<file path="src/rtl/core/tem_pkg.sv">
// Package for the text extent measurement block: widths, glyph entry type,
// queue operation type and shared constants. No dependencies.
`timescale 1ns / 1ps

package tem_pkg;

  // Glyph table geometry
  localparam int TABLE_DEPTH = 1024;
  localparam int IDX_W       = $clog2(TABLE_DEPTH);

  // Queue between front and back
  localparam int FIFO_DEPTH = 4;
  localparam int FIFO_AW    = $clog2(FIFO_DEPTH);

  // Stream widths
  localparam int IN_DATA_W  = 88;
  localparam int OUT_DATA_W = 56;

  // Field widths
  localparam int CP_W    = 21;
  localparam int SUM_W   = 24;
  localparam int HGT_W   = 10;
  localparam int CNT_W   = 16;
  localparam int GW_W    = 11;
  localparam int PAD_W   = 10;
  localparam int CONTR_W = 13;

  localparam logic [CNT_W-1:0] CNT_MAX = '1;

  typedef enum logic {
    OP_LOAD,
    OP_TEXT
  } op_kind_e;

  typedef enum logic [1:0] {
    MODE_LINEAR  = 2'd0,
    MODE_ANGULAR = 2'd1,
    MODE_NONE    = 2'd2
  } mode_e;

  // One glyph table entry, raw two's complement bits
  typedef struct packed {
    logic [GW_W-1:0]  w;
    logic [GW_W-1:0]  h;
    logic [PAD_W-1:0] lp;
    logic [PAD_W-1:0] rp;
    logic [PAD_W-1:0] alp;
    logic [PAD_W-1:0] arp;
  } glyph_t;

  localparam int GLYPH_W = $bits(glyph_t);

  // Reset contents: width and height absent, pads zero
  localparam glyph_t GLYPH_CLEAR = '{w: '1, h: '1, lp: '0, rp: '0, alp: '0, arp: '0};

  // Operation handed from the front to the back
  typedef struct packed {
    op_kind_e         kind;
    logic [IDX_W-1:0] addr;     // write address or lookup address
    glyph_t           entry;    // load data
    logic             cp_valid; // a codepoint completed on this byte
    logic             cp_hit;   // codepoint lies inside the table
    logic [1:0]       mode;
    logic             last;
    logic             trunc;
  } op_t;

endpackage

</file>
<file path="src/rtl/core/tem_fifo.sv">
// Short operation queue between front and back.
// Depends on tem_pkg.
`timescale 1ns / 1ps

module tem_fifo
  import tem_pkg::*;
(
  input  logic clk_i,
  input  logic rst_ni,
  input  logic push_i,
  input  op_t  push_op_i,
  output logic full_o,
  input  logic pop_i,
  output logic valid_o,
  output op_t  pop_op_o
);

  op_t                mem_q [FIFO_DEPTH];
  logic [FIFO_AW-1:0] wptr_q, wptr_d;
  logic [FIFO_AW-1:0] rptr_q, rptr_d;
  logic [FIFO_AW:0]   cnt_q, cnt_d;
  logic               do_push;
  logic               do_pop;

  assign full_o   = (cnt_q == (FIFO_AW+1)'(FIFO_DEPTH));
  assign valid_o  = (cnt_q != '0);
  assign pop_op_o = mem_q[rptr_q];
  assign do_push  = push_i && !full_o;
  assign do_pop   = pop_i && valid_o;

  // pointer and count update
  always_comb begin
    wptr_d = do_push ? wptr_q + FIFO_AW'(1) : wptr_q;
    rptr_d = do_pop ? rptr_q + FIFO_AW'(1) : rptr_q;
    cnt_d  = cnt_q;
    if (do_push && !do_pop) begin
      cnt_d = cnt_q + (FIFO_AW+1)'(1);
    end else if (do_pop && !do_push) begin
      cnt_d = cnt_q - (FIFO_AW+1)'(1);
    end
  end

  always_ff @(posedge clk_i or negedge rst_ni) begin
    if (!rst_ni) begin
      wptr_q <= '0;
      rptr_q <= '0;
      cnt_q  <= '0;
    end else begin
      wptr_q <= wptr_d;
      rptr_q <= rptr_d;
      cnt_q  <= cnt_d;
    end
  end

  // storage
  always_ff @(posedge clk_i) begin
    if (do_push) begin
      mem_q[wptr_q] <= push_op_i;
    end
  end

endmodule

</file>
<file path="config.mk">
export PLATFORM = sky130hd
export DESIGN_NAME = tem_fifo
export DESIGN_NICKNAME = d
export VERILOG_FILES = /design/src/rtl/core/tem_pkg.sv /design/src/rtl/core/tem_fifo.sv
export SDC_FILE = /design/constraint.sdc
export NUM_CORES = 1
export LEC_CHECK = 0
export BUFFER_PORTS_ARGS = -buffer_cell sky130_fd_sc_hd__buf_2
export CELL_PAD_IN_SITES_DETAIL_PLACEMENT = 1
export CELL_PAD_IN_SITES_GLOBAL_PLACEMENT = 2
export CORE_MARGIN = 2
export CORE_UTILIZATION = 49
export CTS_CLUSTER_SIZE = 10
export DETAILED_ROUTE_END_ITERATION = 8
export PLACE_DENSITY = 0.87
export SLEW_MARGIN = 20
export SYNTH_ARGS = -nofsm -noshare
export SYNTH_HDL_FRONTEND = slang
export SYNTH_SLANG_ARGS = --single-unit
</file>
<file path="constraint.sdc">
create_clock -name clk_i -period 4.5 [get_ports clk_i]
set_input_delay 0.675 -clock clk_i [delete_from_list [all_inputs] [get_ports clk_i]]
set_output_delay 0.675 -clock clk_i [all_outputs]
set_load 0.05 [all_outputs]
</file>
Word-level counts from Yosys, hierarchy flattened
Memory sizes are Yosys's and may differ from the RTL's.
Cells that the tools add are included.

word-level totals
  flip-flop bits (word level) = 7
  RAM bits = 316
  input bits = 83
  output and inout port bits = 81
  word-level logic and storage cells = 22
  memories kept = 1

memory list
  memory  depth  bits a word  rd ports  clocked after memory_dff  wr ports  line            text
  mem_q   4      79           1         0                         1         tem_fifo.sv:18  op_t mem_q [FIFO_DEPTH];

operators by class
  add/sub/neg operators = 4
  equality and inequality tests = 1
  mux-type cells = 4
  reductions and logical operators = 9

operators by type and width
  kind                                              number
  2-to-1 mux 3 bit                                  2
  adder 2 x 1 -> 2 bit, second input constant       2
  logical AND 1 bit                                 4
  adder 3 x 1 -> 3 bit, second input constant       1
  == test 3 bit, second input constant              1
  logical NOT 1 bit                                 3
  nonzero test 3 bit                                1
  subtractor 3 x 1 -> 3 bit, second input constant  1
  2-to-1 mux 1 bit                                  2
  nonzero test 2 bit                                1

Longest topological paths before layout
Gate-level depths: netlist of run 1.

  depth after elaboration = 7
  gate-level depth with buffers = 9
  depth with buffers taken out = 8

Worst setup path after synthesis of run 1
No wires, ideal clock.

  kind = in2reg
  start = in push_i
  end = mem mem_q[0][0] (netlist name), enable pin
  library setup time = 0.446 ns
  arrival = 2.796 ns
  data required time = 4.054 ns
  path slack = 1.258 ns
  stages = 3
  path buffers = 1
  cell sequence = nor2b_1 -> buf_6 -> and2_1

between the ends
  word-level cells in the longest chain between the ends = 3

RTL lines
  item                                    line            text
  start: declaration                      tem_fifo.sv:10  input logic push_i,
  logical AND 1 bit                       tem_fifo.sv:28  assign do_push = push_i && !full_o;
  net do_push                             tem_fifo.sv:22  logic do_push;
  2-to-1 mux 1 bit                        tem_fifo.sv:57  if (do_push) begin
  2-to-1 mux 1 bit (implied by the code)  tem_fifo.sv:58  mem_q[wptr_q] <= push_op_i;
  end: declaration                        tem_fifo.sv:18

The timed path passes the listed nets, and every way through them passes these cells.

==> flow_summary.toml, run 1 <==
[sta]
max_freq_mhz = 319
maxSlewHeadroom_pct = 31.8
finalCritPeriodShare_pct = 69.7
hold_viol = 0
fin_skew_ns = 0.0109
worstMarginPinSlew_ns = 1.02
finalCriticalPeriod_ns = 3.14
setup_slack_ns = 1.36
rsz0062_at_grt = "no"
setup_tns_ns = 0
setup_viol = 0
drv_slew = 0

[clocking]
post-cts-setup-buffers = 0
clk_pin_slew_worst_paths_ns = 0.06
post_cts_resized = 0
clk_latency_ns = 0.50
tritoncts = "yes"
hold_buffers = 0
numCtsBuffers = 38
htreeDepth = 2
cts_sinks = 323
clock_path_buffers = 3
cts_root_buf = "clkbuf_16"

[layout]
area.growth.synth_to_final_pct = 18.2
finalNonFillerCells = 982
nets = 732
final_util_pct = 58.4
drive_above_1_share_pct = 46.1

[synth]
yosysTopAreaCell = "edfxtp_1"
synth_async_sr_flop_share_pct = 2.17
synth_area_um2 = 11900
synth_edf_count = 316
yosysSeqAreaShare_pct = 81.2
yosysWarnings = 0
yosys-top-cells-count = "edfxtp_1 (316), mux4_2 (79), buf_12 (8), buf_2 (8), dfrtp_1 (7)"
synthTopCellsByArea = "edfxtp_1 (80%), mux4_2 (15%), dfrtp_1 (1.5%), buf_12 (1.3%), ha_1 (0.53%)"
yosysUniqueCellTypes = 20
synth.net_count = 537
synth_top_area_share_pct = 79.7
synth_ff_type = "edfxtp_1"
synthCells = 448
postSynthAreaPerCell_um2 = 26.6
synth_most_common_cell = "edfxtp_1"
ys_ff_latch = 323

[global_route]
use_met1_pct = 23.9
grt_overflow = 0
busiest_layer = "met2"
first_global_vias = 6185
use_met3_pct = 4.99
antenna_found_initial = 3
grt.met2_usage_pct = 32.3
grt_max_degree = 81
grt_pass1_wl_um = 36200
gr-usage-all-layers_pct = 18.7

[die]
row_count = 57
coreArea_um2 = 24100
pin_count = 164
die_w_um = 160
die_area_um2 = 25600
initial_utilization_pct = 49.4
die_y_um = 160

[critical_path]
path_class = "reg -> out"
critPathMaxFanout = 22
end_kind = "output port"
timing.rr.start = "cnt_q[2]"
required_ns = 3.83
arrival_ns = 2.46
r2r_slack_ns = 1.83
cp-start-kind = "register"
startpoint = "rptr_q[0]"

[route]
post_drt_wl_per_cell_um = 23.5
route.detailed.drc = 0
ant_nets = 0
avgViaCountPerCell = 5.36
first_pass_iters = 4
finalWirelength_um = 23100
drt_iter0_drc = 294
vias = 5260

[placement]
port_buffers = 163
dp_cells = 926
dp_hpwl_um = 13900
dpl_worst_slack_ns = 1.65
globalplace.congestion = 0.710

[run]
drv_cap = 0

[power_and_ir_drop]
power.density_nw_per_um2 = 777
cellLeakagePower_uw = 0.00480
peakVddDrop_mv = 0.498

[outcome]
status = "finished clean"

[hold_path]
min_path_type = "in -> async"
## cells in the final DEF (no fill, tap or decap)
| master | count |
|---|---|
| mux4_2 | 79 |
| ha_1 | 5 |
| buf_2 | 163 |
| nor2b_1 | 1 |
| buf_16 | 1 |
| mux2_2 | 2 |
| xnor2_1 | 4 |
| clkinv_1 | 1 |
| nand3_1 | 1 |
| buf_4 | 9 |
| or3_1 | 1 |
| nor2_1 | 1 |
| buf_12 | 1 |
| clkbuf_1 | 11 |
| and2_4 | 4 |
| dfrtp_4 | 2 |
| inv_6 | 1 |
| nor3b_2 | 1 |
| fa_1 | 1 |
| inv_1 | 3 |
| clkbuf_16 | 39 |
| xor2_1 | 2 |
| diode_2 | 3 |
| dfrtp_1 | 5 |
| edfxtp_1 | 316 |
| nand2_1 | 1 |
## area by class of cell
type	instances	area, um2
clock inverters	2	12.5
fillers	2077	10000
flip-flops and latches	323	9670
inverters	3	11.3
multi-input cells	103	2010
clock buffers	50	1020
diodes	3	7.51
repair buffers	174	931
well taps	324	405
## metrics by stage
| step | power (uW) | hold slack, ns | area (um2) |
|---|---|---|---|
| 6_report | 10900 | 0.0149 | 14100 |
| 5_1_grt | 11400 | 0.00415 | 14100 |
| 4_1_cts | 11100 | 0.00165 | 14000 |
| 3_5_place_dp | 8430 | 0.477 | 13000 |
| 3_3_place_gp | 8310 | 0.465 | 13000 |
| 2_1_floorplan | 7600 | 0.379 | 11900 |
## critical path, stage by stage, from the launching register on
cell and delay [ns]:
dfrtp_4 0.66, buf_4 0.48, mux4_2 0.59, buf_2 0.23
## kinds of logic (layout without fill, tap and decap cells)
logic type               after synthesis  in the layout  synth area share (%)
flip-flops                           323            323                  81.2
multiplexers                          81             81                  15.1
buffers and inverters                 22            229                  2.00
AND/OR/NAND/NOR                       10             10                 0.526
adder cells (fa/ha/maj)                6              6                 0.694
XOR/XNOR                               6              6                 0.442
other                                  0              3                     0
## state kept, by name (all words and copies together), names as in the netlist
signal and cells:
cnt_q 3, rptr_q 2, wptr_q 2, mem_q 316
## power by group
group	switching (uW)	internal, uW	leakage, uW	total (uW)
Sequential	284	3990	0.00297	4280
Clock	1050	1560	0.000500	2610
Combinational	2820	1230	0.00133	4050
Total	4150	6780	0.00480	10900
## worst paths after layout
check | endpoint | cells after the start
setup reg to reg | mem_q[1][57] | 4
setup / recovery | pop_op_o[21] | 3
max in group asynchronous | rptr_q[1] | 1
hold reg to reg | cnt_q[2] | 1
hold / removal | wptr_q[0] | 1
min in group clk_i | mem_q[3][18] | 1
## metal layers
metal / wire length (um) / share of wire, %
met3: 1430 / 6.2
met2: 12200 / 53
met1: 9100 / 39
met4: 409 / 1.8
met5: 0 / 0
Note: power is estimated with default switching activity, not from simulation.
==> run 2, diff against run 1 <==
Settings changed: ABC_AREA from default to 1, CORE_UTILIZATION 49 to 36, PLACE_DENSITY 0.87 to 0.77.
Clock period 4.5 ns to 2.5 ns, I/O delays scaled along.
==> run 2 against run 1 <==
Worst hold slack improved by 0.029 ns. Routed wire length is 31% higher. Sequential share of layout area decreased by 9.0 points. Via count is 51% higher. Critical path depth rose by 2. Sequential power grew 74%. Utilization shrank 14 points. Flip-flop and latch count did not move. Critical endpoint is now pop_op_o[73].
==> flow_summary.toml, run 2 <==
[outcome]
status = "finished clean"

[critical_path]
end_kind = "output port"
critPathMaxFanout = 36
path_class = "reg -> out"
required_ns = 2.12
cp-start-kind = "register"
arrival_ns = 2.06

[clocking]
htreeDepth = 2
clock_path_buffers = 3
cts_root_buf = "clkbuf_16"
clk_latency_ns = 0.55
numCtsBuffers = 40
cts_sinks = 323
tritoncts = "yes"
clk_pin_slew_worst_paths_ns = 0.06

[layout]
drive_above_1_share_pct = 28.0
fillers = 3780
final_util_pct = 44.3
final_common_cell = "edfxtp_1"
design_area_um2 = 16200
largest_register_ffs = 316
nets = 1261
top_register = "mem_q"
area.growth.synth_to_final_pct = 21.5
top_regs = "mem_q (316), cnt_q (3)"
layout.cells.most_common_list = "edfxtp_1 (316), nand2_1 (255), inv_1 (170)"
finalNonFillerCells = 1663

[synth]
synthCells = 982
yosysUniqueCellTypes = 19
yosysTopAreaCell = "edfxtp_1"
ys_ff_latch = 323
yosys-top-cells-count = "edfxtp_1 (316), nand2_1 (255), inv_1 (170)"
synth_top_area_share_pct = 71.2
postSynthAreaPerCell_um2 = 13.6
yosysWarnings = 0
synth_edf_count = 316
synth_ff_type = "edfxtp_1"
synthTopCellsByArea = "edfxtp_1 (71%), o211ai_2 (7.4%), nand2_1 (7.2%), inv_1 (4.8%), o211ai_1 (4.5%)"
synth_area_um2 = 13300
yosysSeqAreaShare_pct = 72.6
synth_most_common_cell = "edfxtp_1"
synth_async_sr_flop_share_pct = 2.17
synth.net_count = 1071

[global_route]
gr-usage-all-layers_pct = 16.2
grt_max_degree = 67
first_global_vias = 8442
grt_pass1_wl_um = 47300
grt_overflow = 0
antenna_found_initial = 7

[sta]
rsz0062_at_grt = "no"
fin_skew_ns = 0.0128
max_freq_mhz = 411
setup_slack_ns = 0.0645
maxSlewHeadroom_pct = 63.6
setup_viol = 0
worstMarginPinSlew_ns = 0.545
hold_viol = 0
finalCriticalPeriod_ns = 2.44
drv_slew = 0
finalCritPeriodShare_pct = 97.4

[route]
finalWirelength_um = 30300
ant_nets = 0
drt_iter0_drc = 330
avgViaCountPerCell = 4.78
first_pass_iters = 4
post_drt_wl_per_cell_um = 18.2
vias = 7950
route.detailed.drc = 0

[run]
drv_cap = 0

[die]
initial_utilization_pct = 36.5
row_count = 70
die_y_um = 196
coreArea_um2 = 36500
die_w_um = 196
pin_count = 164
die_area_um2 = 38600

[power_and_ir_drop]
power.density_nw_per_um2 = 1400
peakVddDrop_mv = 0.863
p_total_uw = 22700
cellLeakagePower_uw = 0.00659

[placement]
port_buffers = 163
dp_cells = 1590
dp_hpwl_um = 18300
postPlaceCellArea_um2 = 14900
globalplace.congestion = 0.713
dpl_worst_slack_ns = 0.390

[hold_path]
min_path_type = "in -> reg"
-- run 2: cell type report --
type / instances / area, um2 / share of cell area (%)
Timing Repair Buffer: 198 / 1370 / 8.45
Tap cell: 468 / 586 / 3.62
Clock buffer: 52 / 1060 / 6.53
Sequential cell: 323 / 9670 / 59.8
Clock inverter: 9 / 80.1 / 0.495
Inverter: 174 / 672 / 4.15
Timing Repair inverter: 2 / 17.5 / 0.108
Antenna cell: 4 / 10.0 / 0.0619
Multi-Input combinational cell: 433 / 2720 / 16.8
-- run 2: repair_timing --
action	in CTS	in global routing
resized for setup	10	6
hold buffers	1	0
gates cloned	3	0
hold endpoints to repair	7	0
endpoints found under the setup margin	75	18
buffers inserted	2	2
-- run 2: stage by stage --
stage               TNS (ns)  hold slack (ns)
floorplan            -236.36           0.0794
global route               0           0.0255
CTS                        0          0.00889
global placement           0            0.229
detailed placement         0            0.230
finish                     0           0.0436
-- run 2: final timing paths --
check | start | end | slack (ns) | cells past startpoint
hold / removal | push_op_i[0] | mem_q[1][0] | 0.04 | 1
hold reg to reg | cnt_q[2] | cnt_q[2] | 0.53 | 2
max in group asynchronous | rst_ni | rptr_q[0] | 2.10 | 2
min in group asynchronous | rst_ni | rptr_q[1] | 0.20 | 2
setup / recovery | rptr_q[1] | pop_op_o[73] | 0.06 | 5
setup reg to reg | cnt_q[0] | cnt_q[1] | 0.37 | 9
-- run 2: cells by family (layout without fill, tap and decap cells) --
| logic type | after synthesis | in the layout | share of synthesized area (%) |
|---|---|---|---|
| simple gates | 267 | 267 | 7.61 |
| fa+ha+maj | 6 | 6 | 0.620 |
| xor+xnor | 1 | 1 | 0.0658 |
| buf+inv | 226 | 435 | 7.24 |
| compound gates | 159 | 159 | 11.9 |
| flops | 323 | 323 | 72.6 |
| other cells | 0 | 4 | 0 |
-- run 2: power by group --
part | internal [uW] | switching [uW]
Clock | 3040 | 2080
Sequential | 7130 | 320
Combinational | 2630 | 7500
Total | 12800 | 9900
-- run 2: per-layer routing --
metal  vias up  part of all wire, %  global-route usage (%)
li1       3802                    -                       -
met5         -                 0.10                       0
met3        55                  5.3                    3.56
met1      3923                   44                    20.8
met4         6                  2.6                    5.50
met2       164                   48                    27.2
-- run 2: critical path, stage by stage (launching register included) --
cell      delay, ns
dfrtp_4        0.53
inv_4          0.15
buf_16         0.26
o211ai_2       0.12
nand2_1        0.15
buf_2          0.29
