--- src/rtl/core/tem_pkg.sv ---
// Package for the text extent measurement block: widths, glyph entry type,
// queue operation type and shared constants. No dependencies.
`timescale 1ns / 1ps

package tem_pkg;

  // Glyph table geometry
  localparam int TABLE_DEPTH = 1024;
  localparam int IDX_W       = $clog2(TABLE_DEPTH);

  // Queue between front and back
  localparam int FIFO_DEPTH = 4;
  localparam int FIFO_AW    = $clog2(FIFO_DEPTH);

  // Stream widths
  localparam int IN_DATA_W  = 88;
  localparam int OUT_DATA_W = 56;

  // Field widths
  localparam int CP_W    = 21;
  localparam int SUM_W   = 24;
  localparam int HGT_W   = 10;
  localparam int CNT_W   = 16;
  localparam int GW_W    = 11;
  localparam int PAD_W   = 10;
  localparam int CONTR_W = 13;

  localparam logic [CNT_W-1:0] CNT_MAX = '1;

  typedef enum logic {
    OP_LOAD,
    OP_TEXT
  } op_kind_e;

  typedef enum logic [1:0] {
    MODE_LINEAR  = 2'd0,
    MODE_ANGULAR = 2'd1,
    MODE_NONE    = 2'd2
  } mode_e;

  // One glyph table entry, raw two's complement bits
  typedef struct packed {
    logic [GW_W-1:0]  w;
    logic [GW_W-1:0]  h;
    logic [PAD_W-1:0] lp;
    logic [PAD_W-1:0] rp;
    logic [PAD_W-1:0] alp;
    logic [PAD_W-1:0] arp;
  } glyph_t;

  localparam int GLYPH_W = $bits(glyph_t);

  // Reset contents: width and height absent, pads zero
  localparam glyph_t GLYPH_CLEAR = '{w: '1, h: '1, lp: '0, rp: '0, alp: '0, arp: '0};

  // Operation handed from the front to the back
  typedef struct packed {
    op_kind_e         kind;
    logic [IDX_W-1:0] addr;     // write address or lookup address
    glyph_t           entry;    // load data
    logic             cp_valid; // a codepoint completed on this byte
    logic             cp_hit;   // codepoint lies inside the table
    logic [1:0]       mode;
    logic             last;
    logic             trunc;
  } op_t;

endpackage

--- src/rtl/core/tem_front.sv ---
// Front end: accepts stream transactions, decodes UTF-8 bytes and classifies
// each item into a queue operation. Depends on tem_pkg.
`timescale 1ns / 1ps

module tem_front
  import tem_pkg::*;
(
  input  logic                 clk_i,
  input  logic                 rst_ni,
  input  logic                 in_valid_i,
  output logic                 in_ready_o,
  input  logic [IN_DATA_W-1:0] in_data_i,
  input  logic                 in_last_i,
  input  logic                 in_user_i,
  input  logic                 init_done_i,
  input  logic                 fifo_full_i,
  output logic                 push_o,
  output op_t                  push_op_o
);

  logic [1:0]      pending_q, pending_d;
  logic [CP_W-1:0] accum_q, accum_d;

  logic [7:0]      text_byte;
  logic [1:0]      mode;
  logic [9:0]      entry_index;
  glyph_t          entry;
  logic            accept;
  logic            complete;
  logic [CP_W-1:0] cp;
  logic [1:0]      pend_nxt;
  logic [CP_W-1:0] acc_nxt;
  logic [31:0]     idx_ext;
  logic [31:0]     cp_ext;
  logic            load_ok;

  // field unpacking
  assign text_byte   = in_data_i[7:0];
  assign mode        = in_data_i[9:8];
  assign entry_index = in_data_i[19:10];
  assign entry.w     = in_data_i[30:20];
  assign entry.h     = in_data_i[41:31];
  assign entry.lp    = in_data_i[51:42];
  assign entry.rp    = in_data_i[61:52];
  assign entry.alp   = in_data_i[71:62];
  assign entry.arp   = in_data_i[81:72];

  assign in_ready_o = init_done_i && !fifo_full_i;
  assign accept     = in_valid_i && in_ready_o;

  // UTF-8 decode, no validity checks
  always_comb begin
    complete = 1'b0;
    pend_nxt = pending_q;
    acc_nxt  = accum_q;
    cp       = '0;
    if (pending_q != 2'd0) begin
      acc_nxt  = {accum_q[CP_W-7:0], text_byte[5:0]};
      pend_nxt = pending_q - 2'd1;
      complete = (pend_nxt == 2'd0);
      cp       = acc_nxt;
    end else if (text_byte[7:5] == 3'b110) begin
      acc_nxt  = CP_W'(text_byte[4:0]);
      pend_nxt = 2'd1;
    end else if (text_byte[7:4] == 4'b1110) begin
      acc_nxt  = CP_W'(text_byte[3:0]);
      pend_nxt = 2'd2;
    end else if (text_byte[7:3] == 5'b11110) begin
      acc_nxt  = CP_W'(text_byte[2:0]);
      pend_nxt = 2'd3;
    end else begin
      complete = 1'b1;
      cp       = CP_W'(text_byte);
    end
  end

  assign idx_ext = 32'(entry_index);
  assign cp_ext  = 32'(cp);
  assign load_ok = idx_ext < 32'(TABLE_DEPTH);

  // operation build
  always_comb begin
    push_op_o          = '0;
    push_op_o.mode     = mode;
    push_op_o.last     = in_last_i;
    push_op_o.trunc    = (pend_nxt != 2'd0);
    push_op_o.cp_valid = complete;
    push_op_o.cp_hit   = cp_ext < 32'(TABLE_DEPTH);
    push_op_o.entry    = entry;
    if (in_user_i) begin
      push_op_o.kind = OP_TEXT;
      push_op_o.addr = cp_ext[IDX_W-1:0];
    end else begin
      push_op_o.kind = OP_LOAD;
      push_op_o.addr = idx_ext[IDX_W-1:0];
    end
  end

  assign push_o = accept && (in_user_i ? (complete || in_last_i) : load_ok);

  // decoder state, cleared at the end of each string
  always_comb begin
    pending_d = pending_q;
    accum_d   = accum_q;
    if (accept && in_user_i) begin
      if (in_last_i) begin
        pending_d = 2'd0;
        accum_d   = '0;
      end else begin
        pending_d = pend_nxt;
        accum_d   = acc_nxt;
      end
    end
  end

  always_ff @(posedge clk_i or negedge rst_ni) begin
    if (!rst_ni) begin
      pending_q <= 2'd0;
      accum_q   <= '0;
    end else begin
      pending_q <= pending_d;
      accum_q   <= accum_d;
    end
  end

endmodule

--- config.mk ---
export PLATFORM = sky130hd
export DESIGN_NAME = tem_front
export DESIGN_NICKNAME = d
export VERILOG_FILES = /design/src/rtl/core/tem_pkg.sv /design/src/rtl/core/tem_front.sv
export SDC_FILE = /design/constraint.sdc
export NUM_CORES = 1
export LEC_CHECK = 0
export BUFFER_PORTS_ARGS = -buffer_cell sky130_fd_sc_hd__buf_4
export CAP_MARGIN = 20
export CORE_UTILIZATION = 25
export CTS_CLUSTER_DIAMETER = 60
export DETAILED_ROUTE_END_ITERATION = 16
export PLACE_DENSITY_LB_ADDON = 0.08
export SLEW_MARGIN = 20
export SYNTH_ARGS = -nofsm -noshare
export SYNTH_HDL_FRONTEND = slang
export SYNTH_SLANG_ARGS = --single-unit
--- constraint.sdc ---
create_clock -name clk_i -period 1.38 [get_ports clk_i]
set_input_delay 0.138 -clock clk_i [delete_from_list [all_inputs] [get_ports clk_i]]
set_output_delay 0.138 -clock clk_i [all_outputs]
set_load 0.1 [all_outputs]
* Yosys cells after proc, flatten, opt, wreduce, memory -nomap -nowiden *
Cells that the tools add are included.

operators by class
  magnitude comparators = 2
  eq/ne operators = 3
  add/sub/neg operators = 1
  muxes and demuxes = 20
  reduce and logical (&&, ||, !) cells = 11

operator list
  operator              number
  $mux 15               5
  $mux 8                3
  $lt 21x11->1 const B  1
  $mux 21               1
  $lt 10x11->1 const B  1
  $mux 11               1
  $mux 2                5
  $eq 5x5->1 const B    1
  $mux 1                5
  $reduce_bool 5->1     1
  $eq 4x4->1 const B    1
  $logic_and 1x1->1     4
  $reduce_bool 2->1     2
  $eq 3x3->1 const B    1
  $logic_not 2->1       1
  $reduce_and 2->1      1
  $sub 2x1->2 const B   1
  $logic_not 1->1       1
  $logic_or 1x1->1      1

word-level totals
  output and inout port bits = 81
  bits of input ports = 95
  word-level logic and storage cells = 39
  flip-flop bits (word level) = 17

* Depth between registers and ports, before layout *
Gate-level depths: netlist of run 1.

  word-level depth = 8
  mapped depth = 5
  depth with buffers taken out = 4

* Worst setup path before layout of run 1 *
OpenSTA, ideal clock, no wires.

  path type = reg2out
  start = register pending_q[0]
  end = output push_o
  arrival time = 3159 ps
  data required time = 1242 ps
  path buffers = 0
  setup slack = -1917 ps
  cell stages (with the launch flop) = 3
  cells stage by stage = dfrtp_1 > o21bai_1 > a31oi_1

on the way
  longest elaborated chain between the ends = 6
  elaborated cells on any way between the ends = 7
  those cells by class = add/sub: 1; mux: 2; reduce/logical: 4

ends and longest elaborated chain
  item                    RTL line          text
  from (decl)             tem_front.sv:21   logic [1:0] pending_q, pending_d;
  from (signal assigned)  tem_front.sv:121  pending_q <= pending_d;
  $sub 2x1->2             tem_front.sv:59   pend_nxt = pending_q - 2'd1;
  $logic_not 2->1         tem_front.sv:60   complete = (pend_nxt == 2'd0);
  $mux 1 *                tem_front.sv:57   if (pending_q != 2'd0) begin
  $logic_or 1x1->1 *      tem_front.sv:99   assign push_o = accept && (in_user_i ? (complete || in_last_i) : load_ok);
  $mux 1 *                tem_front.sv:99
  $logic_and 1x1->1 *     tem_front.sv:99
  to (decl)               tem_front.sv:17   output logic push_o,

Mark *: on every way between the ends. The rest lies on a longest branch, timed or not.

==> impl_metrics.ini, run 1 <==
[power]
clkPwrFrac_pct = 21.0
swShare_pct = 39.37
power.total_w = 0.001761
pwr-share-comb_pct = 47.5
p_leak_nw = 0.8863
pwr-share-seq_pct = 31.5
switchingPower_w = 0.0006933
p_per_area_nw_per_um2 = 868.8
vdd_drop_max_mv = 0.3758
intPower_w = 0.001068

[drt]
wl_per_cell_um = 17.49
antenna_left = 0
num_vias = 1137
drt-vias-per-instance = 4.797
drcViolationCount = 0
drt-total-wl_um = 4144
drt-pass1-iter-count = 4
drtIter0Drc = 32

[die]
die_w_um = 79.50
num_rows = 27
core_area_um2 = 5642
initial_core_util_pct = 26.61
ios = 176
die_area_um2 = 6319
die_y_um = 79.50

[timing]
fin_ws_ps = -214.0
rsz0062_at_grt = true
skew_ps = 5.093
setup_viol = 15
setup_tns_ps = -2507
holdWs_ps = 118.8
maxSlewViolCount = 0
hold_viol_final = 0
relSlewSlack_pct = 80.03
worstMarginPinSlew_ps = 291.2
period_share_pct = 115.5
finalCriticalPeriod_ps = 1594
clock.fmax_mhz = 627.3

[cts]
root_buffer = clkbuf_8
cts_max_level = 1
cts_made_buffers = 3
clock_latency_ps = 250
cts.sinks = 17
clockBufferDepth = 2
clkTransAtPathRegs_ps = 60
cts_tree = done

[global_routing]
grt_first_pass_wirelength_um = 6472
grt_pass1_vias = 1253
grt_max_degree = 18
antenna_found_initial = 0
track_usage_pct = 13.50
grt_overflow = 0

[hold_path]
min_path_cells = 2
hold_class = input pin to register
min_to = accum_q[1]$_DFFE_PN0P_
worstHoldStart = in_data_i[1]

[synthesis]
async_flop_share_pct = 100.0
syn-cell-area_um2 = 1501
syn-num-nets = 262
synthFlopType = dfrtp_1
ys_warn_count = 0
synth.most_common_cell = buf_4
seq_area_frac_synth_pct = 28.33
synth-seq-cells = 17
syn-mean-instance-area_um2 = 8.991
yosysTopAreaCell = buf_4
synth.area.top_cells = buf_4 (35%), dfrtp_1 (28%), a22o_1 (7.0%), mux2i_1 (2.7%), nand2_1 (2.3%)
yosysUniqueCellTypes = 34
synth_edf_count = 0
synthesis.instances = 167
synth_top_area_share_pct = 34.50
synth_common_cells = buf_4 (69), dfrtp_1 (17), a22o_1 (12)

[outcome]
violations = setup timing
status = complete, but fails checks

[cells_and_area]
area_growth_pct = 35.00
final_nets = 261
fillers = 563
drive_above_1_share_pct = 62.42
diodes = 0
fin_util_pct = 35.93

[place]
io_buffers = 41
dp_hpwl_um = 3088
place_ws_ps = -139.8
place.gp.congestion = 0.7579

[setup_path]
cp.arrival_ps = 1460
required_ps = 1240
regToRegSetupSlack_ps = -10
criticalPathCategory = register to primary output
end_kind = primary output
critPathLaunchType = register
r2r-start = pending_q[0]$_DFFE_PN0P_
crit_fanout = 3
rr_endpoint = accum_q[7]$_DFFE_PN0P_
reg2reg_depth = 6

[run]
maxCapViolCount = 0
[timing repair]
item                       in CTS  in global routing
setup endpoints to repair      17                 31
pin swaps                      11                  7
buffers inserted                5                  5
resized for setup              53                 11
hold buffers                    1                  0
hold endpoints to repair       17                  0
gates cloned                    0                  1
[registers in the layout, indices dropped and copies added, names as in the netlist]
| register | flops |
|---|---|
| accum_q | 15 |
| pending_q | 2 |
[kinds of logic (layout without fill, tap and decap cells)]
kind of cell	Yosys count	after routing	share of synthesized area, %
AOI/OAI and AO/OA	35	36	18.42
buffers and inverters	76	73	36.75
DFF	17	17	28.33
muxes	4	4	2.667
and+or+nand+nor	35	35	13.83
[power groups by stage]
stage / combinational [W] / clock (W) / sequential (W)
after floorplan: 0.00137 / 0 / 0.000554
after global placement: 0.000673 / 0 / 0.000561
after detailed placement: 0.000674 / 0 / 0.000561
after CTS: 0.000812 / 0.000378 / 0.000556
after global routing: 0.000879 / 0.000408 / 0.000559
final: 0.000836 / 0.000370 / 0.000555
[cell usage in the layout (no fill, tap or decap), drive strengths merged]
master / synthesis / routed
dlygate4sd3: 0 / 1
a22o: 13 / 13
o22ai: 2 / 2
nor3: 3 / 3
mux2i: 4 / 4
nand3: 4 / 4
o21bai: 1 / 1
a21oi: 3 / 3
nor2b: 5 / 5
a31oi: 3 / 3
o311ai: 1 / 1
nand2b: 1 / 1
nor2: 9 / 9
a211oi: 1 / 1
o21ai: 4 / 4
dfrtp: 17 / 17
or3: 1 / 1
nor4: 2 / 2
a32o: 2 / 2
o31ai: 1 / 1
inv: 5 / 5
buf: 71 / 63
clkbuf: 0 / 3
a31o: 3 / 4
nand2: 9 / 9
clkinv: 0 / 1
a21o: 1 / 1
and3: 1 / 1
[area by class of cell]
class | instances | area [um^2] | share of cell area, %
clock inverter | 1 | 5.005 | 0.2469
timing repair buffer | 64 | 700.7 | 34.57
multi-input combinational | 75 | 743.2 | 36.67
sequential | 17 | 427.9 | 21.11
inverter | 5 | 18.77 | 0.9259
clock buffer | 3 | 41.29 | 2.037
tap | 72 | 90.09 | 4.444
[how the worst max path moves through the flow]
stage	start	endpoint	slack, ps
detailed placement	pending_q[0]$_DFFE_PN0P_	push_op_o[71]	-140
floorplan	init_done_i	accum_q[0]$_DFFE_PN0P_	-240
global route	pending_q[0]$_DFFE_PN0P_	push_op_o[74]	-310
finish	pending_q[0]$_DFFE_PN0P_	push_op_o[71]	-210
global placement	pending_q[0]$_DFFE_PN0P_	push_op_o[71]	-170
CTS	pending_q[1]$_DFFE_PN0P_	push_op_o[71]	-230
[routing by layer]
layer	vias to the layer above	share of wire [%]	global-route usage [%]
met5	-	0	0
met4	0	5.3	8.364
met3	34	10	6.857
met2	67	46	20.51
met1	523	38	14.82
li1	513	-	-
[critical path, stage by stage (launching register included)]
cell      delay (ps)
dfrtp_2          450
buf_6            140
o311ai_4         250
buf_4            160
o21ai_4           50
buf_12           160
[stage by stage]
step                cell area, um^2  instances
finish                         2027        237
detailed placement             1619        224
global route                   2027        237
floorplan                      1644        167
global placement               1619        224
CTS                            1934        233
Power figures use the tool's default switching activity.
==> run 2, diff against run 1 <==
PLACE_DENSITY_LB_ADDON = not set   (was 0.08)
==> impl_metrics.ini, run 2 (synthesis results as in run 1) <==
[cells_and_area]
multi_input_area_um2 = 752.0
drive_above_1_share_pct = 61.39
largestRegisters = accum_q: 15 flops, pending_q: 2 flops
largest_reg_flops = 15
fin_area_um2 = 1977
layout.cells.non_filler = 230
regArea_um2 = 427.9
area_growth_pct = 31.67
final_nets = 254
fillers = 549
final_cell_mix = buf_4 (34), dfrtp_1 (15), buf_12 (14)
top_register = accum_q
diodes = 0
final_common_cell = buf_4

[drt]
wl_per_cell_um = 15.43
drt-vias-per-instance = 4.717
drt-pass1-iter-count = 4
num_vias = 1085
antenna_left = 0
drt-total-wl_um = 3550
drcViolationCount = 0
drtIter0Drc = 32

[cts]
cts_made_buffers = 3
clockBufferDepth = 2
cts_max_level = 1
root_buffer = clkbuf_8
clkTransAtPathRegs_ps = 60
cts_tree = done
cts.sinks = 17
clock_latency_ps = 250

[place]
placed_cells = 222
place_ws_ps = -137.9
dp_hpwl_um = 2600
io_buffers = 41
place_area_um2 = 1592
place.gp.congestion = 0.7456

[global_routing]
grt_overflow = 0
grt_max_degree = 18
gr-usage-met2_pct = 20.68
grt-busiest-layer = met2
grt_first_pass_wirelength_um = 5506
met3_usage_pct = 3.657
antenna_found_initial = 0
use_met1_pct = 11.59
track_usage_pct = 11.29
grt_pass1_vias = 1091

[setup_path]
crit_chain = nor3_4 > nand3_2 > a31o_2 > buf_12
crit_buf_inv = 1
criticalPathCategory = register to primary output
rr_endpoint = accum_q[7]$_DFFE_PN0P_
end_kind = primary output
cp.arrival_ps = 1470
regToRegSetupSlack_ps = -50
critPathLaunchType = register
crit_fanout = 4
reg2reg_depth = 5
cp_slowest_stage_delay_ps = 460
r2r-start = pending_q[0]$_DFFE_PN0P_
cp_top_family = flip-flops
crit_slowest_cell = dfrtp_2
required_ps = 1240

[power]
p_leak_nw = 0.8558
p_per_area_nw_per_um2 = 879.6
vdd_drop_max_mv = 0.5677

[timing]
finalCriticalPeriod_ps = 1608
worstMarginPinSlew_ps = 346.7
clock.fmax_mhz = 621.7
skew_ps = 0.9400
maxSlewViolCount = 0
period_share_pct = 116.6
holdWs_ps = 109.0
relSlewSlack_pct = 76.64
rsz0062_at_grt = true
hold_viol_final = 0
setup_viol = 24
fin_ws_ps = -228.4

[hold_path]
min_path_cells = 2
min_to = accum_q[2]$_DFFE_PN0P_
hold_class = input pin to register
worstHoldStart = in_data_i[2]

[die]
num_rows = 27
ios = 176
initial_core_util_pct = 26.61
die_w_um = 79.50
die_area_um2 = 6319
core_area_um2 = 5642
die_y_um = 79.50

[run]
maxCapViolCount = 0

[outcome]
violations = setup timing
status = complete, but fails checks
run 2: report_power, final:
part           switching, W  total, W  internal (W)  leakage (nW)
Clock              0.000168  0.000373      0.000205        0.0228
Combinational      0.000481  0.000807      0.000326         0.601
Sequential        0.0000334  0.000559      0.000526         0.232
Total              0.000682   0.00174       0.00106         0.856
run 2: how the worst max path moves through the flow:
stage,start,end,cells after the start
floorplan,init_done_i,accum_q[0]$_DFFE_PN0P_,5
global placement,in_data_i[6],push_op_o[71],7
detailed placement,in_data_i[6],push_op_o[71],7
CTS,pending_q[1]$_DFFE_PN0P_,push_op_o[73],4
global route,pending_q[1]$_DFFE_PN0P_,push_op_o[73],4
finish,pending_q[1]$_DFFE_PN0P_,push_op_o[73],4
run 2: layer usage:
layer  wire, um  up-vias
met5          0        -
met4         87        0
met3        270       13
met2       1913       34
met1       1279      542
li1           -      496
run 2: area by class of cell:
type | instances | area share [%]
tap | 72 | 4.557
multi-input combinational | 75 | 38.04
sequential | 17 | 21.65
inverter | 5 | 0.9494
timing repair buffer | 57 | 32.53
clock buffer | 4 | 2.278
run 2: timing repair:
| item | 4_1_cts | 5_1_grt |
|---|---|---|
| endpoints found under the setup margin | 19 | 30 |
| endpoints found under the hold margin | 17 | 0 |
| hold buffers | 1 | 0 |
| pin swaps | 12 | 17 |
| cloned | 1 | 0 |
| setup buffers | 5 | 0 |
| resized for setup | 63 | 9 |
run 2: metrics by stage:
step                TNS [ps]  total power, W  utilization (%)
finish                 -2367        0.001739            35.04
global route           -3482        0.001807            35.04
CTS                    -2222        0.001740            34.64
detailed placement    -315.9        0.001202            28.21
global placement      -263.6        0.001199            28.21
floorplan              -3822        0.001923                -
==> run 3, diff against run 2 <==
PLACE_DENSITY = 0.71   (was not set)
==> impl_metrics.ini, run 3 (synthesis results as in run 1) <==
[outcome]
status = complete, but fails checks
violations = setup timing

[cells_and_area]
multi_input_area_um2 = 732.0
fin_util_pct = 35.37
final_nets = 259
diodes = 0
drive_above_1_share_pct = 60.74
final_common_cell = buf_4
area_growth_pct = 32.92
largestRegisters = accum_q: 15 flops, pending_q: 2 flops
fin_area_um2 = 1996
largest_reg_flops = 15
regArea_um2 = 427.9
final_cell_mix = buf_4 (40), dfrtp_1 (15), buf_12 (15)
top_register = accum_q
fillers = 549

[drt]
drt-vias-per-instance = 4.834
drtIter0Drc = 53
drt-total-wl_um = 3901
antenna_left = 0
drt-pass1-iter-count = 4
num_vias = 1136
wl_per_cell_um = 16.60
drcViolationCount = 0

[timing]
maxSlewViolCount = 0
holdWs_ps = 119.6
rsz0062_at_grt = true
setup_tns_ps = -2897
worstMarginPinSlew_ps = 278.4
skew_ps = 9.128
relSlewSlack_pct = 80.91
setup_viol = 15
fin_ws_ps = -249.4
hold_viol_final = 0
finalCriticalPeriod_ps = 1629
clock.fmax_mhz = 613.7
period_share_pct = 118.1

[setup_path]
reg2reg_depth = 5
r2r-start = pending_q[0]$_DFFE_PN0P_
criticalPathCategory = register to primary output
end_kind = primary output
regToRegSetupSlack_ps = 0
cp.arrival_ps = 1490
startpoint = pending_q[0]$_DFFE_PN0P_
required_ps = 1240
crit_fanout = 6
critPathLaunchType = register
critPathCapture = push_op_o[75]
rr_endpoint = accum_q[2]$_DFFE_PN0P_

[die]
initial_core_util_pct = 26.61
num_rows = 27
die_w_um = 79.50
die_y_um = 79.50
core_area_um2 = 5642
die_area_um2 = 6319
ios = 176

[cts]
clkTransAtPathRegs_ps = 60
clock_latency_ps = 260
cts_max_level = 1
clockBufferDepth = 2
root_buffer = clkbuf_8
cts_tree = done
cts.sinks = 17
cts_made_buffers = 3

[place]
place.gp.congestion = 0.7546
place_area_um2 = 1612
io_buffers = 41
dp_hpwl_um = 2869

[power]
p_per_area_nw_per_um2 = 876.6
p_leak_nw = 0.8793
vdd_drop_max_mv = 0.3003

[global_routing]
grt_overflow = 0
grt_pass1_vias = 1142
antenna_found_initial = 0
grt_max_degree = 18
grt_first_pass_wirelength_um = 5658
track_usage_pct = 11.97

[hold_path]
hold_class = input pin to register

[run]
maxCapViolCount = 0
-- run 3: worst max-delay path, stage by stage, from the launching register on --
cell     delay [ps]
dfrtp_2         460
nor2_4          200
nor2b_1          90
a31oi_2         230
a21oi_4          90
buf_12          170
-- run 3: where the power goes --
part,switching [W],internal (W),total (W)
clock,0.000170,0.000201,0.000370
combinational,0.000489,0.000335,0.000823
sequential,0.0000305,0.000526,0.000556
total,0.000689,0.00106,0.00175
-- run 3: worst min path at each step --
stage                            start                       to  slack, ps  depth (start not counted)
after global routing      in_data_i[1]   accum_q[1]$_DFFE_PN0P_        120                          2
after global placement          rst_ni  accum_q[13]$_DFFE_PN0P_          9                          1
after CTS                 in_data_i[1]   accum_q[1]$_DFFE_PN0P_        120                          2
after detailed placement        rst_ni  accum_q[14]$_DFFE_PN0P_          9                          1
final                     in_data_i[1]   accum_q[1]$_DFFE_PN0P_        120                          2
after floorplan                 rst_ni   accum_q[0]$_DFFE_PN0P_       -160                          0
-- run 3: per-layer routing --
metal  vias up  wire length (um)  track usage (%)
met4         0               127            5.636
met5         -                 0                0
met3        20               324            5.029
met1       541              1283            11.18
met2        67              2165            22.22
li1        508                 -                -
-- run 3: metrics by stage --
stage / cells / setup WS (ps) / power (W)
floorplan: 167 / -240.9 / 0.001923
global placement: 223 / -131.2 / 0.001211
detailed placement: 223 / -117.7 / 0.001216
CTS: 230 / -204.3 / 0.001720
global route: 235 / -309.0 / 0.001822
finish: 235 / -249.4 / 0.001749
-- run 3: what timing repair did --
item,in CTS,in global routing
setup endpoints to repair,14,30
gates resized for setup,53,10
hold buffers,1,0
endpoints found under the hold margin,17,0
cloned,0,1
pin swaps,11,4
setup buffers,3,4
-- run 3: area by class of cell --
| type | count | area share (%) |
|---|---|---|
| clock inverter | 1 | 0.2508 |
| sequential | 17 | 21.44 |
| multi-input combinational | 75 | 36.68 |
| timing repair buffer | 62 | 33.98 |
| inverter | 5 | 1.066 |
| tap | 72 | 4.514 |
| clock buffer | 3 | 2.069 |
